===== config.mk =====
export PLATFORM = sky130hd
export DESIGN_NAME = sorted_priority_queue_unit
export DESIGN_NICKNAME = d
export VERILOG_FILES = /design/src/rtl/core/spq_pkg.sv /design/src/rtl/core/spq_store.sv /design/src/rtl/core/spq_ctrl.sv /design/src/rtl/core/sorted_priority_queue_unit.sv
export SDC_FILE = /design/constraint.sdc
export NUM_CORES = 1
export LEC_CHECK = 0
export ABC_AREA = 1
export BUFFER_PORTS_ARGS = -buffer_cell sky130_fd_sc_hd__clkbuf_2
export CORE_UTILIZATION = 42
export DETAILED_ROUTE_END_ITERATION = 10
export GPL_TIMING_DRIVEN = 1
export SLEW_MARGIN = 20
export SYNTH_ARGS = -nofsm -noshare
export SYNTH_HDL_FRONTEND = slang
export SYNTH_SLANG_ARGS = --single-unit

===== constraint.sdc =====
create_clock -name clk -period 4.52 [get_ports clk]
set_input_delay 0.226 -clock clk [delete_from_list [all_inputs] [get_ports clk]]
set_output_delay 0.226 -clock clk [all_outputs]
set_load 0.01 [all_outputs]

===== src/rtl/core/spq_pkg.sv =====
// Shared types and codes for the sorted priority queue.
// Used by the store, the sequencer, the top level and the port checker.
`timescale 1ns / 1ps

package spq_pkg;

	localparam int DEPTH_DEF = 16;
	localparam int PRI_W     = 8;
	localparam int VAL_W     = 32;

	// request codes
	localparam logic [1:0] REQ_INSERT = 2'd0;
	localparam logic [1:0] REQ_REMOVE = 2'd1;
	localparam logic [1:0] REQ_CLEAR  = 2'd2;
	localparam logic [1:0] REQ_LIST   = 2'd3;

	// result status codes
	localparam logic [1:0] STAT_OK    = 2'd0;
	localparam logic [1:0] STAT_EMPTY = 2'd1;
	localparam logic [1:0] STAT_FULL  = 2'd2;

	typedef struct packed {
		logic [PRI_W-1:0] pri;
		logic [VAL_W-1:0] val;
	} spq_entry_t;

	typedef enum logic [2:0] {
		S_IDLE,
		S_INS_RD,
		S_INS_CMP,
		S_REM_RD,
		S_REM_WAIT,
		S_LIST_RD,
		S_LIST_WAIT,
		S_EMIT
	} spq_state_t;

endpackage


===== src/rtl/core/spq_store.sv =====
// Entry store of the priority queue: one write port, one read port with
// registered read data. Depends on spq_pkg for the entry type.
`timescale 1ns / 1ps

module spq_store import spq_pkg::*; #(
	parameter int DEPTH = DEPTH_DEF,
	parameter int AW    = $clog2(DEPTH)
) (
	input  logic          clk,
	input  logic          wr_en,
	input  logic [AW-1:0] wr_addr,
	input  spq_entry_t    wr_entry,
	input  logic          rd_en,
	input  logic [AW-1:0] rd_addr,
	output spq_entry_t    rd_entry
);

	spq_entry_t mem_q [DEPTH];
	spq_entry_t rd_entry_q;

	always_ff @(posedge clk) begin
		if (wr_en) begin
			mem_q[wr_addr] <= wr_entry;
		end
	end

	always_ff @(posedge clk) begin
		if (rd_en) begin
			rd_entry_q <= mem_q[rd_addr];
		end
	end

	assign rd_entry = rd_entry_q;

endmodule


===== src/rtl/core/spq_ctrl.sv =====
// Sequencer of the priority queue: request decode, the single priority
// compare, ring addressing of the store and the result register.
// Depends on spq_pkg; drives spq_store.
`timescale 1ns / 1ps

module spq_ctrl import spq_pkg::*; #(
	parameter int DEPTH = DEPTH_DEF,
	parameter int AW    = $clog2(DEPTH),
	parameter int CW    = $clog2(DEPTH + 1)
) (
	input  logic                    clk,
	input  logic                    arst_n,
	input  logic                    in_valid,
	output logic                    in_stall,
	input  logic [1:0]              req_type,
	input  logic [PRI_W-1:0]        in_priority,
	input  logic signed [VAL_W-1:0] in_value,
	output logic                    out_valid,
	input  logic                    out_stall,
	output logic [1:0]              status,
	output logic [PRI_W-1:0]        out_priority,
	output logic signed [VAL_W-1:0] out_value,
	output logic                    last,
	output logic                    wr_en,
	output logic [AW-1:0]           wr_addr,
	output spq_entry_t              wr_entry,
	output logic                    rd_en,
	output logic [AW-1:0]           rd_addr,
	input  spq_entry_t              rd_entry
);

	localparam logic [CW-1:0] DEPTH_C  = CW'(DEPTH);
	localparam logic [AW:0]   DEPTH_W  = (AW+1)'(DEPTH);
	localparam logic [AW-1:0] HEAD_TOP = AW'(DEPTH - 1);

	spq_state_t state_q, state_d;

	logic [PRI_W-1:0] pri_q, pri_d;
	logic [VAL_W-1:0] val_q, val_d;
	logic [CW-1:0]    k_q, k_d;
	logic [CW-1:0]    count_q, count_d;
	logic [AW-1:0]    head_q, head_d;

	logic [1:0]       res_status_q, res_status_d;
	logic [PRI_W-1:0] res_pri_q, res_pri_d;
	logic [VAL_W-1:0] res_val_q, res_val_d;
	logic             res_last_q, res_last_d;

	logic             out_valid_q, out_valid_d;
	logic [1:0]       out_status_q, out_status_d;
	logic [PRI_W-1:0] out_pri_q, out_pri_d;
	logic [VAL_W-1:0] out_val_q, out_val_d;
	logic             out_last_q, out_last_d;

	logic [AW-1:0] lk_cur, lk_prev;
	logic [AW:0]   sum_cur, sum_prev;
	logic [AW-1:0] phys_cur, phys_prev;
	logic          pri_ge;
	logic          out_free;

	// logical slot to ring position: one add and one compare-subtract
	assign lk_cur   = k_q[AW-1:0];
	assign lk_prev  = lk_cur - AW'(1);
	assign sum_cur  = {1'b0, head_q} + {1'b0, lk_cur};
	assign sum_prev = {1'b0, head_q} + {1'b0, lk_prev};
	assign phys_cur  = (sum_cur >= DEPTH_W) ? AW'(sum_cur - DEPTH_W) : sum_cur[AW-1:0];
	assign phys_prev = (sum_prev >= DEPTH_W) ? AW'(sum_prev - DEPTH_W) : sum_prev[AW-1:0];

	// the single compare unit
	assign pri_ge   = (rd_entry.pri >= pri_q);
	assign out_free = !out_valid_q || !out_stall;

	always_ff @(posedge clk or negedge arst_n) begin
		if (!arst_n) begin
			state_q     <= S_IDLE;
			count_q     <= '0;
			head_q      <= '0;
			out_valid_q <= 1'b0;
		end else begin
			state_q     <= state_d;
			count_q     <= count_d;
			head_q      <= head_d;
			out_valid_q <= out_valid_d;
		end
	end

	always_ff @(posedge clk) begin
		pri_q        <= pri_d;
		val_q        <= val_d;
		k_q          <= k_d;
		res_status_q <= res_status_d;
		res_pri_q    <= res_pri_d;
		res_val_q    <= res_val_d;
		res_last_q   <= res_last_d;
		out_status_q <= out_status_d;
		out_pri_q    <= out_pri_d;
		out_val_q    <= out_val_d;
		out_last_q   <= out_last_d;
	end

	always_comb begin
		state_d      = state_q;
		pri_d        = pri_q;
		val_d        = val_q;
		k_d          = k_q;
		count_d      = count_q;
		head_d       = head_q;
		res_status_d = res_status_q;
		res_pri_d    = res_pri_q;
		res_val_d    = res_val_q;
		res_last_d   = res_last_q;
		out_valid_d  = out_valid_q;
		out_status_d = out_status_q;
		out_pri_d    = out_pri_q;
		out_val_d    = out_val_q;
		out_last_d   = out_last_q;
		wr_en        = 1'b0;
		wr_addr      = phys_cur;
		wr_entry     = '{pri: pri_q, val: val_q};
		rd_en        = 1'b0;
		rd_addr      = phys_cur;

		// drop the result once the receiver takes it
		if (out_valid_q && !out_stall) begin
			out_valid_d = 1'b0;
		end

		case (state_q)
			S_IDLE: begin
				if (in_valid) begin
					pri_d        = in_priority;
					val_d        = $unsigned(in_value);
					res_status_d = STAT_OK;
					res_pri_d    = '0;
					res_val_d    = '0;
					res_last_d   = 1'b1;
					k_d          = '0;
					case (req_type)
						REQ_INSERT: begin
							if (count_q == DEPTH_C) begin
								res_status_d = STAT_FULL;
								state_d      = S_EMIT;
							end else begin
								k_d     = count_q;
								state_d = S_INS_RD;
							end
						end
						REQ_REMOVE: begin
							if (count_q == '0) begin
								res_status_d = STAT_EMPTY;
								state_d      = S_EMIT;
							end else begin
								state_d = S_REM_RD;
							end
						end
						REQ_CLEAR: begin
							res_status_d = (count_q == '0) ? STAT_EMPTY : STAT_OK;
							count_d      = '0;
							state_d      = S_EMIT;
						end
						REQ_LIST: begin
							if (count_q == '0) begin
								res_status_d = STAT_EMPTY;
								state_d      = S_EMIT;
							end else begin
								state_d = S_LIST_RD;
							end
						end
						default: begin
							state_d = S_IDLE;
						end
					endcase
				end
			end
			// walk from the tail toward the head, moving lower entries up
			S_INS_RD: begin
				if (k_q == '0) begin
					wr_en   = 1'b1;
					count_d = count_q + CW'(1);
					state_d = S_EMIT;
				end else begin
					rd_en   = 1'b1;
					rd_addr = phys_prev;
					state_d = S_INS_CMP;
				end
			end
			S_INS_CMP: begin
				wr_en = 1'b1;
				if (pri_ge) begin
					count_d = count_q + CW'(1);
					state_d = S_EMIT;
				end else begin
					wr_entry = rd_entry;
					k_d      = k_q - CW'(1);
					state_d  = S_INS_RD;
				end
			end
			S_REM_RD: begin
				rd_en   = 1'b1;
				rd_addr = head_q;
				state_d = S_REM_WAIT;
			end
			S_REM_WAIT: begin
				res_pri_d = rd_entry.pri;
				res_val_d = rd_entry.val;
				head_d    = (head_q == HEAD_TOP) ? '0 : head_q + AW'(1);
				count_d   = count_q - CW'(1);
				state_d   = S_EMIT;
			end
			S_LIST_RD: begin
				rd_en   = 1'b1;
				state_d = S_LIST_WAIT;
			end
			S_LIST_WAIT: begin
				res_status_d = STAT_OK;
				res_pri_d    = rd_entry.pri;
				res_val_d    = rd_entry.val;
				res_last_d   = ((k_q + CW'(1)) == count_q);
				state_d      = S_EMIT;
			end
			S_EMIT: begin
				// hold until the output register is free
				if (out_free) begin
					out_valid_d  = 1'b1;
					out_status_d = res_status_q;
					out_pri_d    = res_pri_q;
					out_val_d    = res_val_q;
					out_last_d   = res_last_q;
					if (res_last_q) begin
						state_d = S_IDLE;
					end else begin
						k_d     = k_q + CW'(1);
						state_d = S_LIST_RD;
					end
				end
			end
			default: begin
				state_d = S_IDLE;
			end
		endcase
	end

	assign in_stall     = (state_q != S_IDLE);
	assign out_valid    = out_valid_q;
	assign status       = out_status_q;
	assign out_priority = out_pri_q;
	assign out_value    = $signed(out_val_q);
	assign last         = out_last_q;

endmodule


===== src/rtl/core/sorted_priority_queue_unit.sv =====
// Sorted priority queue: up to DEPTH (priority, value) entries kept in
// descending priority, equal priorities in arrival order.
//
// Input channel (in_valid / in_stall): one transaction is one request,
// req_type 0 insert, 1 remove head, 2 clear, 3 list. in_stall is high from
// the cycle after a transaction until its last result has been loaded into
// the output register.
// Output channel (out_valid / out_stall): one result per transaction,
// except list, which gives one result per entry head first; last marks the
// final result of a request. A result waits in the output register while
// out_stall is high; the next request is taken meanwhile.
// Requests run one store access at a time through the single store port and
// the single priority compare: insert reads and compares the entries it
// passes on the way from the tail, remove reads the head, and list reads
// one entry at a time from the head; out_stall can hold any of them.
// Reset empties the queue at once; store contents are not cleared.
// Depends on spq_pkg, spq_store and spq_ctrl.
`timescale 1ns / 1ps

module sorted_priority_queue_unit import spq_pkg::*; #(
	parameter int DEPTH = DEPTH_DEF
) (
	input  logic                    clk,
	input  logic                    arst_n,
	input  logic                    in_valid,
	output logic                    in_stall,
	input  logic [1:0]              req_type,
	input  logic [PRI_W-1:0]        in_priority,
	input  logic signed [VAL_W-1:0] in_value,
	output logic                    out_valid,
	input  logic                    out_stall,
	output logic [1:0]              status,
	output logic [PRI_W-1:0]        out_priority,
	output logic signed [VAL_W-1:0] out_value,
	output logic                    last
);

	localparam int AW = $clog2(DEPTH);

	logic          wr_en;
	logic [AW-1:0] wr_addr;
	spq_entry_t    wr_entry;
	logic          rd_en;
	logic [AW-1:0] rd_addr;
	spq_entry_t    rd_entry;

	spq_ctrl #(
		.DEPTH(DEPTH),
		.AW   (AW)
	) u_ctrl (
		.clk         (clk),
		.arst_n      (arst_n),
		.in_valid    (in_valid),
		.in_stall    (in_stall),
		.req_type    (req_type),
		.in_priority (in_priority),
		.in_value    (in_value),
		.out_valid   (out_valid),
		.out_stall   (out_stall),
		.status      (status),
		.out_priority(out_priority),
		.out_value   (out_value),
		.last        (last),
		.wr_en       (wr_en),
		.wr_addr     (wr_addr),
		.wr_entry    (wr_entry),
		.rd_en       (rd_en),
		.rd_addr     (rd_addr),
		.rd_entry    (rd_entry)
	);

	spq_store #(
		.DEPTH(DEPTH),
		.AW   (AW)
	) u_store (
		.clk     (clk),
		.wr_en   (wr_en),
		.wr_addr (wr_addr),
		.wr_entry(wr_entry),
		.rd_en   (rd_en),
		.rd_addr (rd_addr),
		.rd_entry(rd_entry)
	);

endmodule


* After elaboration in Yosys (flattened, before gate mapping)
Memory sizes are Yosys's and may differ from the RTL's. A register that Yosys moved wholly into a read port is not among the register bits. Index checks and enable logic that the tools add are counted.
Storage, ports and cells: output and inout bits 45, RAM bits 640, input bits 46, memories 1, flip-flop bits (word level) 144
Cells by class: add/subtract/negate cells 10, equal/unequal tests 20, muxes and demuxes 49, order comparisons 3, reduce and logical (&&, ||, !) cells 23
Memories:
- u_store.mem_q | depth 16, width 40, rd ports 1, clocked after memory_dff 1, wr ports 1, RTL line spq_store.sv:18 | spq_entry_t mem_q [DEPTH];
Operator list (number):
- 2-to-1 mux 40 bit | 2
- case mux 32 bit (2 select lines) | 1
- 2-to-1 mux 5 bit | 10
- 2-to-1 mux 32 bit | 1
- 2-to-1 mux 3 bit | 7
- case mux 3 bit (7 select lines) | 1
- case mux 5 bit (4 select lines) | 1
- 2-to-1 mux 4 bit | 4
- case mux 8 bit (2 select lines) | 1
- case mux 5 bit (3 select lines) | 1
- equality test 3 bit, second input constant | 4
- case mux 3 bit (4 select lines) | 1
- subtractor 4 x 1 -> 4 bit, second input constant | 3
- adder 4 x 4 -> 5 bit | 2
- adder 5 x 1 -> 5 bit, second input constant | 2
- greater-or-equal comparator 5 bit, second input constant | 2
- zero test 5 bit | 2
- AND reduction 2 bit | 5
- AND reduction 5 bit | 2
- subtractor 5 x 1 -> 5 bit, second input constant | 2
- 2-to-1 mux 1 bit | 9
- greater-or-equal comparator 8 bit | 1
- 2-to-1 mux 8 bit | 1
- != test 2 bit, second input constant | 4
- other kinds (23) | 36

* Logic depth before layout (Yosys ltp)
word-level depth 6, gate-level depth with buffers 17, gate-level depth less buffers 15

* Hierarchy
From an unflattened synthesis, not the netlist that was laid out.
Second synthesis, totals: cells, all modules 3225, area total of the unflattened synthesis 35097.4 um^2
By module, submodules not included:
- spq_store | seq. area each 20419.6 um^2, cells an instance 2644, times used 1, area an instance 28678.8 um^2
- spq_ctrl | seq. area each 4259.1 um^2, cells an instance 581, times used 1, area an instance 6418.7 um^2

* Worst setup path before layout
OpenSTA, ideal clock, no wires.
path kind register -> register, start point register u_ctrl.k_q[0], end point memory u_store.mem_q[0][0] (netlist bit) (enable), data arrival time 3.098 ns, setup slack 0.984 ns, data required time 4.083 ns, clock period less this slack 3.536 ns, stages on the path, launching flop included 6, library setup time 0.437 ns, cell sequence edfxtp_1 -> ha_1 -> fa_1 -> xnor2_1 -> nand2_1 -> nor2_1
On the way: word-level cells in the longest chain between the ends 5
RTL lines:
- start: declaration | RTL line spq_ctrl.sv:40 | logic [CW-1:0] k_q, k_d;
- start signal: assignment | RTL line spq_ctrl.sv:90 | k_q <= k_d;
- branches (longest 5 deep; another with adder 4 x 4 -> 5 bit)
- end: declaration | RTL line spq_store.sv:18
Several ways; the timed one is not identified.

* Worst setup path in the final report
start point register u_ctrl.k_q[0], end point register u_store.rd_entry[36] (netlist name)
On the way: word-level cells in the longest chain between the ends 6
RTL lines:
- subtractor 4 x 1 -> 4 bit | RTL line spq_ctrl.sv:63 | assign lk_prev = lk_cur - AW'(1);
- adder 4 x 4 -> 5 bit | RTL line spq_ctrl.sv:65 | assign sum_prev = {1'b0, head_q} + {1'b0, lk_prev};
- subtractor 4 x 1 -> 4 bit / greater-or-equal comparator 5 bit (equally long branches) | RTL line spq_ctrl.sv:67 | assign phys_prev = (sum_prev >= DEPTH_W) ? AW'(sum_prev - DEPTH_W) : sum_prev[AW-1:0];
- 2-to-1 mux 4 bit | RTL line spq_ctrl.sv:67
- 2-to-1 mux 4 bit | RTL line spq_ctrl.sv:177 | if (k_q == '0) begin
- case mux 4 bit (2 select lines) | RTL line spq_ctrl.sv:128 | case (state_q)
Several ways; a longest one is shown, not always the timed one. A chain may end at the register's enable or synchronous reset.

==> results.txt <==
Status -> complete, no violations
Final total negative setup slack -> 0 ps
Max-cap check violation count -> 0
Reg-to-Reg Start -> u_ctrl.k_q[0]
Nets -> 3371
CTS sink count -> 824
Signed area change from the synthesized netlist to the final layout -> 14.8%
Pin count of the biggest net entering global routing -> 188
# DRC -> 0
Global route overflow -> 0
Commonest non-fill, non-tap cells in the layout -> sky130_fd_sc_hd__edfxtp_1, sky130_fd_sc_hd__nand2_1, sky130_fd_sc_hd__nand3_1
Final hold violations -> 0
Area inside the core boundary -> 0.0825 mm^2
Summed instance area of the synthesized netlist -> 0.0352 mm^2
Number of non-filler instances in the completed layout -> 4440
Slew margin rel. -> 30.9%
Wirelength per Cell -> 20.7 um
H-tree levels -> 3
Wire length of the first global-routing pass -> 139000 um
Min cycle time layout -> 3330 ps
Destination of the critical timing path -> u_store.rd_entry[36]
Cell count after placement -> 4241
Async set-reset flop share out of synthesis -> 1.58%
Detailed router's first-iteration violation count -> 2298
Share of synthesized area occupied by flip-flops and latches -> 70.1%
Start-to-end type of the worst setup path -> register to register
Critical path origin -> u_ctrl.k_q[0]
Final-report setup violation count -> 0
Leading cell type in the layout, fill and taps excluded -> sky130_fd_sc_hd__edfxtp_1
Critical path endpoint category -> register
Synthesized net count -> 3229
Highest attainable clock frequency -> 300 MHz
Port Buffers -> 90
DPL Wire Length -> 47300 um
Number of setup buffers added after CTS -> 0
Share of the synthesized area in the top cell type -> 69.1%
Antenna Nets Post-Route -> 0
Layout cell share with drive strength beyond 1 -> 10.6%
Area of all placed cells without fillers -> 0.0404 mm^2
Number of buffers created by CTS -> 85
Flop and latch count out of synthesis -> 824
Clock latency reported for the late side of the worst-skew pair -> 660 ps
Slew of the pin with the lowest slew margin -> 1040 ps
Worst reg-to-reg setup slack -> 1190 ps
Setup crit start kind -> register
Effective utilization at floorplan -> 42.7%
Post-Route Skew -> 36.3 ps
Biggest area contributors in the synthesized netlist -> sky130_fd_sc_hd__edfxtp_1, sky130_fd_sc_hd__nand3_1, sky130_fd_sc_hd__nand2_1, sky130_fd_sc_hd__inv_1, sky130_fd_sc_hd__buf_2
Total GRT Usage -> 21.7%
Vertical die dimension -> 292 um
Ratio of routed vias to standard cells -> 5.27
Post-detailed-placement cell area -> 0.0373 mm^2
Total of fill cells in the finished design -> 7310
Initial antenna violation count -> 2
Unrepaired setup endpoints after global routing -> false
Part of the cycle the worst path needs -> 73.6%
Row cnt -> 105
Root buffer cell -> sky130_fd_sc_hd__clkbuf_16
Worst Reg-to-Reg Cells -> 14
Die width -> 292 um
Wire length reported by the detailed router -> 92000 um
Final Max Slew Viols -> 0
Count of cell types in the netlist -> 38
Via Count -> 23400
Number of global-route vias before repair -> 22200
Count of flip-flops with a built-in enable after synthesis -> 811
Maximum clock insertion buffer count -> 3
GP Congestion -> 0.806
Class of the worst hold path -> input pin to async pin
CTS tree -> yes
Io pins -> 91
Critical register-to-register path endpoint -> u_store.rd_entry[36]
Arrival time of data at the critical path endpoint -> 3730 ps
Smallest hold slack -> 28.6 ps
Primary FF master, synth -> sky130_fd_sc_hd__edfxtp_1
Die outline area -> 0.0850 mm^2
CP max FO -> 187
Drt pass-1 iters -> 5
Clk slew on worst S/H paths -> 60 ps
CP required -> 4920 ps
Mean post-synth cell area -> 11.1 um^2
Warnings, synthesis -> 0
Top cell type by total area after synthesis -> sky130_fd_sc_hd__edfxtp_1
Count of inserted antenna diode cells -> 0
Post-synthesis cell count -> 3159
sequential cells by signal, summed over array words and instances (netlist names):
register / count
u_ctrl.out_valid: 1
u_ctrl.val_q: 32
u_ctrl.status: 2
u_ctrl.k_q: 5
u_ctrl.res_val_q: 32
u_ctrl.res_pri_q: 8
u_ctrl.res_last_q: 1
u_ctrl.head_q: 4
u_store.rd_entry: 40
u_store.mem_q: 640
u_ctrl.out_priority: 8
u_ctrl.pri_q: 8
u_ctrl.res_status_q: 2
u_ctrl.out_value: 32
u_ctrl.last: 1
u_ctrl.count_q: 5
u_ctrl.state_q: 3
critical path, cell delays in order (launching register included):
cell and delay [ps]:
sky130_fd_sc_hd__edfxtp_1 470, sky130_fd_sc_hd__inv_1 180, sky130_fd_sc_hd__ha_1 200, sky130_fd_sc_hd__inv_1 40
sky130_fd_sc_hd__nor2_1 80, sky130_fd_sc_hd__nand2_1 70, sky130_fd_sc_hd__nand3_1 80, sky130_fd_sc_hd__nand2_1 190
sky130_fd_sc_hd__inv_8 320, sky130_fd_sc_hd__buf_12 630, sky130_fd_sc_hd__nand3_1 210, sky130_fd_sc_hd__nand3_1 150
sky130_fd_sc_hd__nand3_1 90, sky130_fd_sc_hd__nand3_1 100, sky130_fd_sc_hd__nand2_1 50
how the worst min path moves through the flow:
stage,start,to,slack [ps]
2_1_floorplan,arst_n,u_ctrl.count_q[0],-70
3_3_place_gp,arst_n,u_ctrl.count_q[3],160
3_5_place_dp,arst_n,u_ctrl.count_q[2],150
4_1_cts,arst_n,u_ctrl.count_q[2],6
5_1_grt,arst_n,u_ctrl.count_q[2],50
6_report,arst_n,u_ctrl.count_q[2],30
logic make-up after synthesis:
group / Yosys count / share of synthesized area [%]
and+or+nand+nor: 1628 / 20.2
DFF: 824 / 70.1
buffers and inverters: 587 / 7.18
AOI/OAI and AO/OA: 80 / 1.26
adders and majority gates: 24 / 0.917
xor gates and xnor gates: 16 / 0.398
synthesized netlist by cell type (3+ instances only):
library cell               instances
sky130_fd_sc_hd__xnor2_1           4
sky130_fd_sc_hd__buf_6             7
sky130_fd_sc_hd__nor2_1           85
sky130_fd_sc_hd__nand2_2           5
sky130_fd_sc_hd__nand2_1         784
sky130_fd_sc_hd__fa_1              3
sky130_fd_sc_hd__buf_4            39
sky130_fd_sc_hd__nand4_1           4
sky130_fd_sc_hd__clkbuf_1         21
sky130_fd_sc_hd__inv_1           400
sky130_fd_sc_hd__o221ai_1          3
sky130_fd_sc_hd__buf_1             8
sky130_fd_sc_hd__o21ai_0          50
sky130_fd_sc_hd__a21oi_1          15
sky130_fd_sc_hd__xor2_1           12
sky130_fd_sc_hd__nand3_1         740
sky130_fd_sc_hd__edfxtp_1        811
sky130_fd_sc_hd__dfrtp_1          13
sky130_fd_sc_hd__inv_2             9
sky130_fd_sc_hd__buf_2           102
sky130_fd_sc_hd__ha_1             21
timing repair:
action / CTS / global route
hold buffers: 43 / 0
hold endpoints to repair: 56 / 0
gates resized for setup: 0 / 0
cell type report:
cell class	count	area (um^2)	area share, %
inverters	410	1550	3.83
well taps	1070	1340	3.31
clock buffers	98	2180	5.38
multi-input cells	1748	8220	20.3
flip-flops and latches	824	24700	61.0
clock inverters	58	537	1.33
repair buffers	232	1940	4.79
per-stage QoR:
stage                     worst slack (ps)  utilization, %
after floorplan                        984               -
after global placement                1280            45.2
after detailed placement              1290            45.2
after CTS                             1250            49.0
after global routing                   993            49.0
final                                 1190            49.0
layer usage:
layer | share of wire, % | wire length (um) | global-route usage (%)
met1 | 44 | 40500 | 30.9
met2 | 47 | 42900 | 34.4
met3 | 7.2 | 6600 | 3.25
met4 | 2.2 | 2030 | 6.56
met5 | 0 | 0 | 0
Power is left out: the tool's default activity adds up to more than one toggle a clock period on the data nets, which glitch-free logic cannot reach.
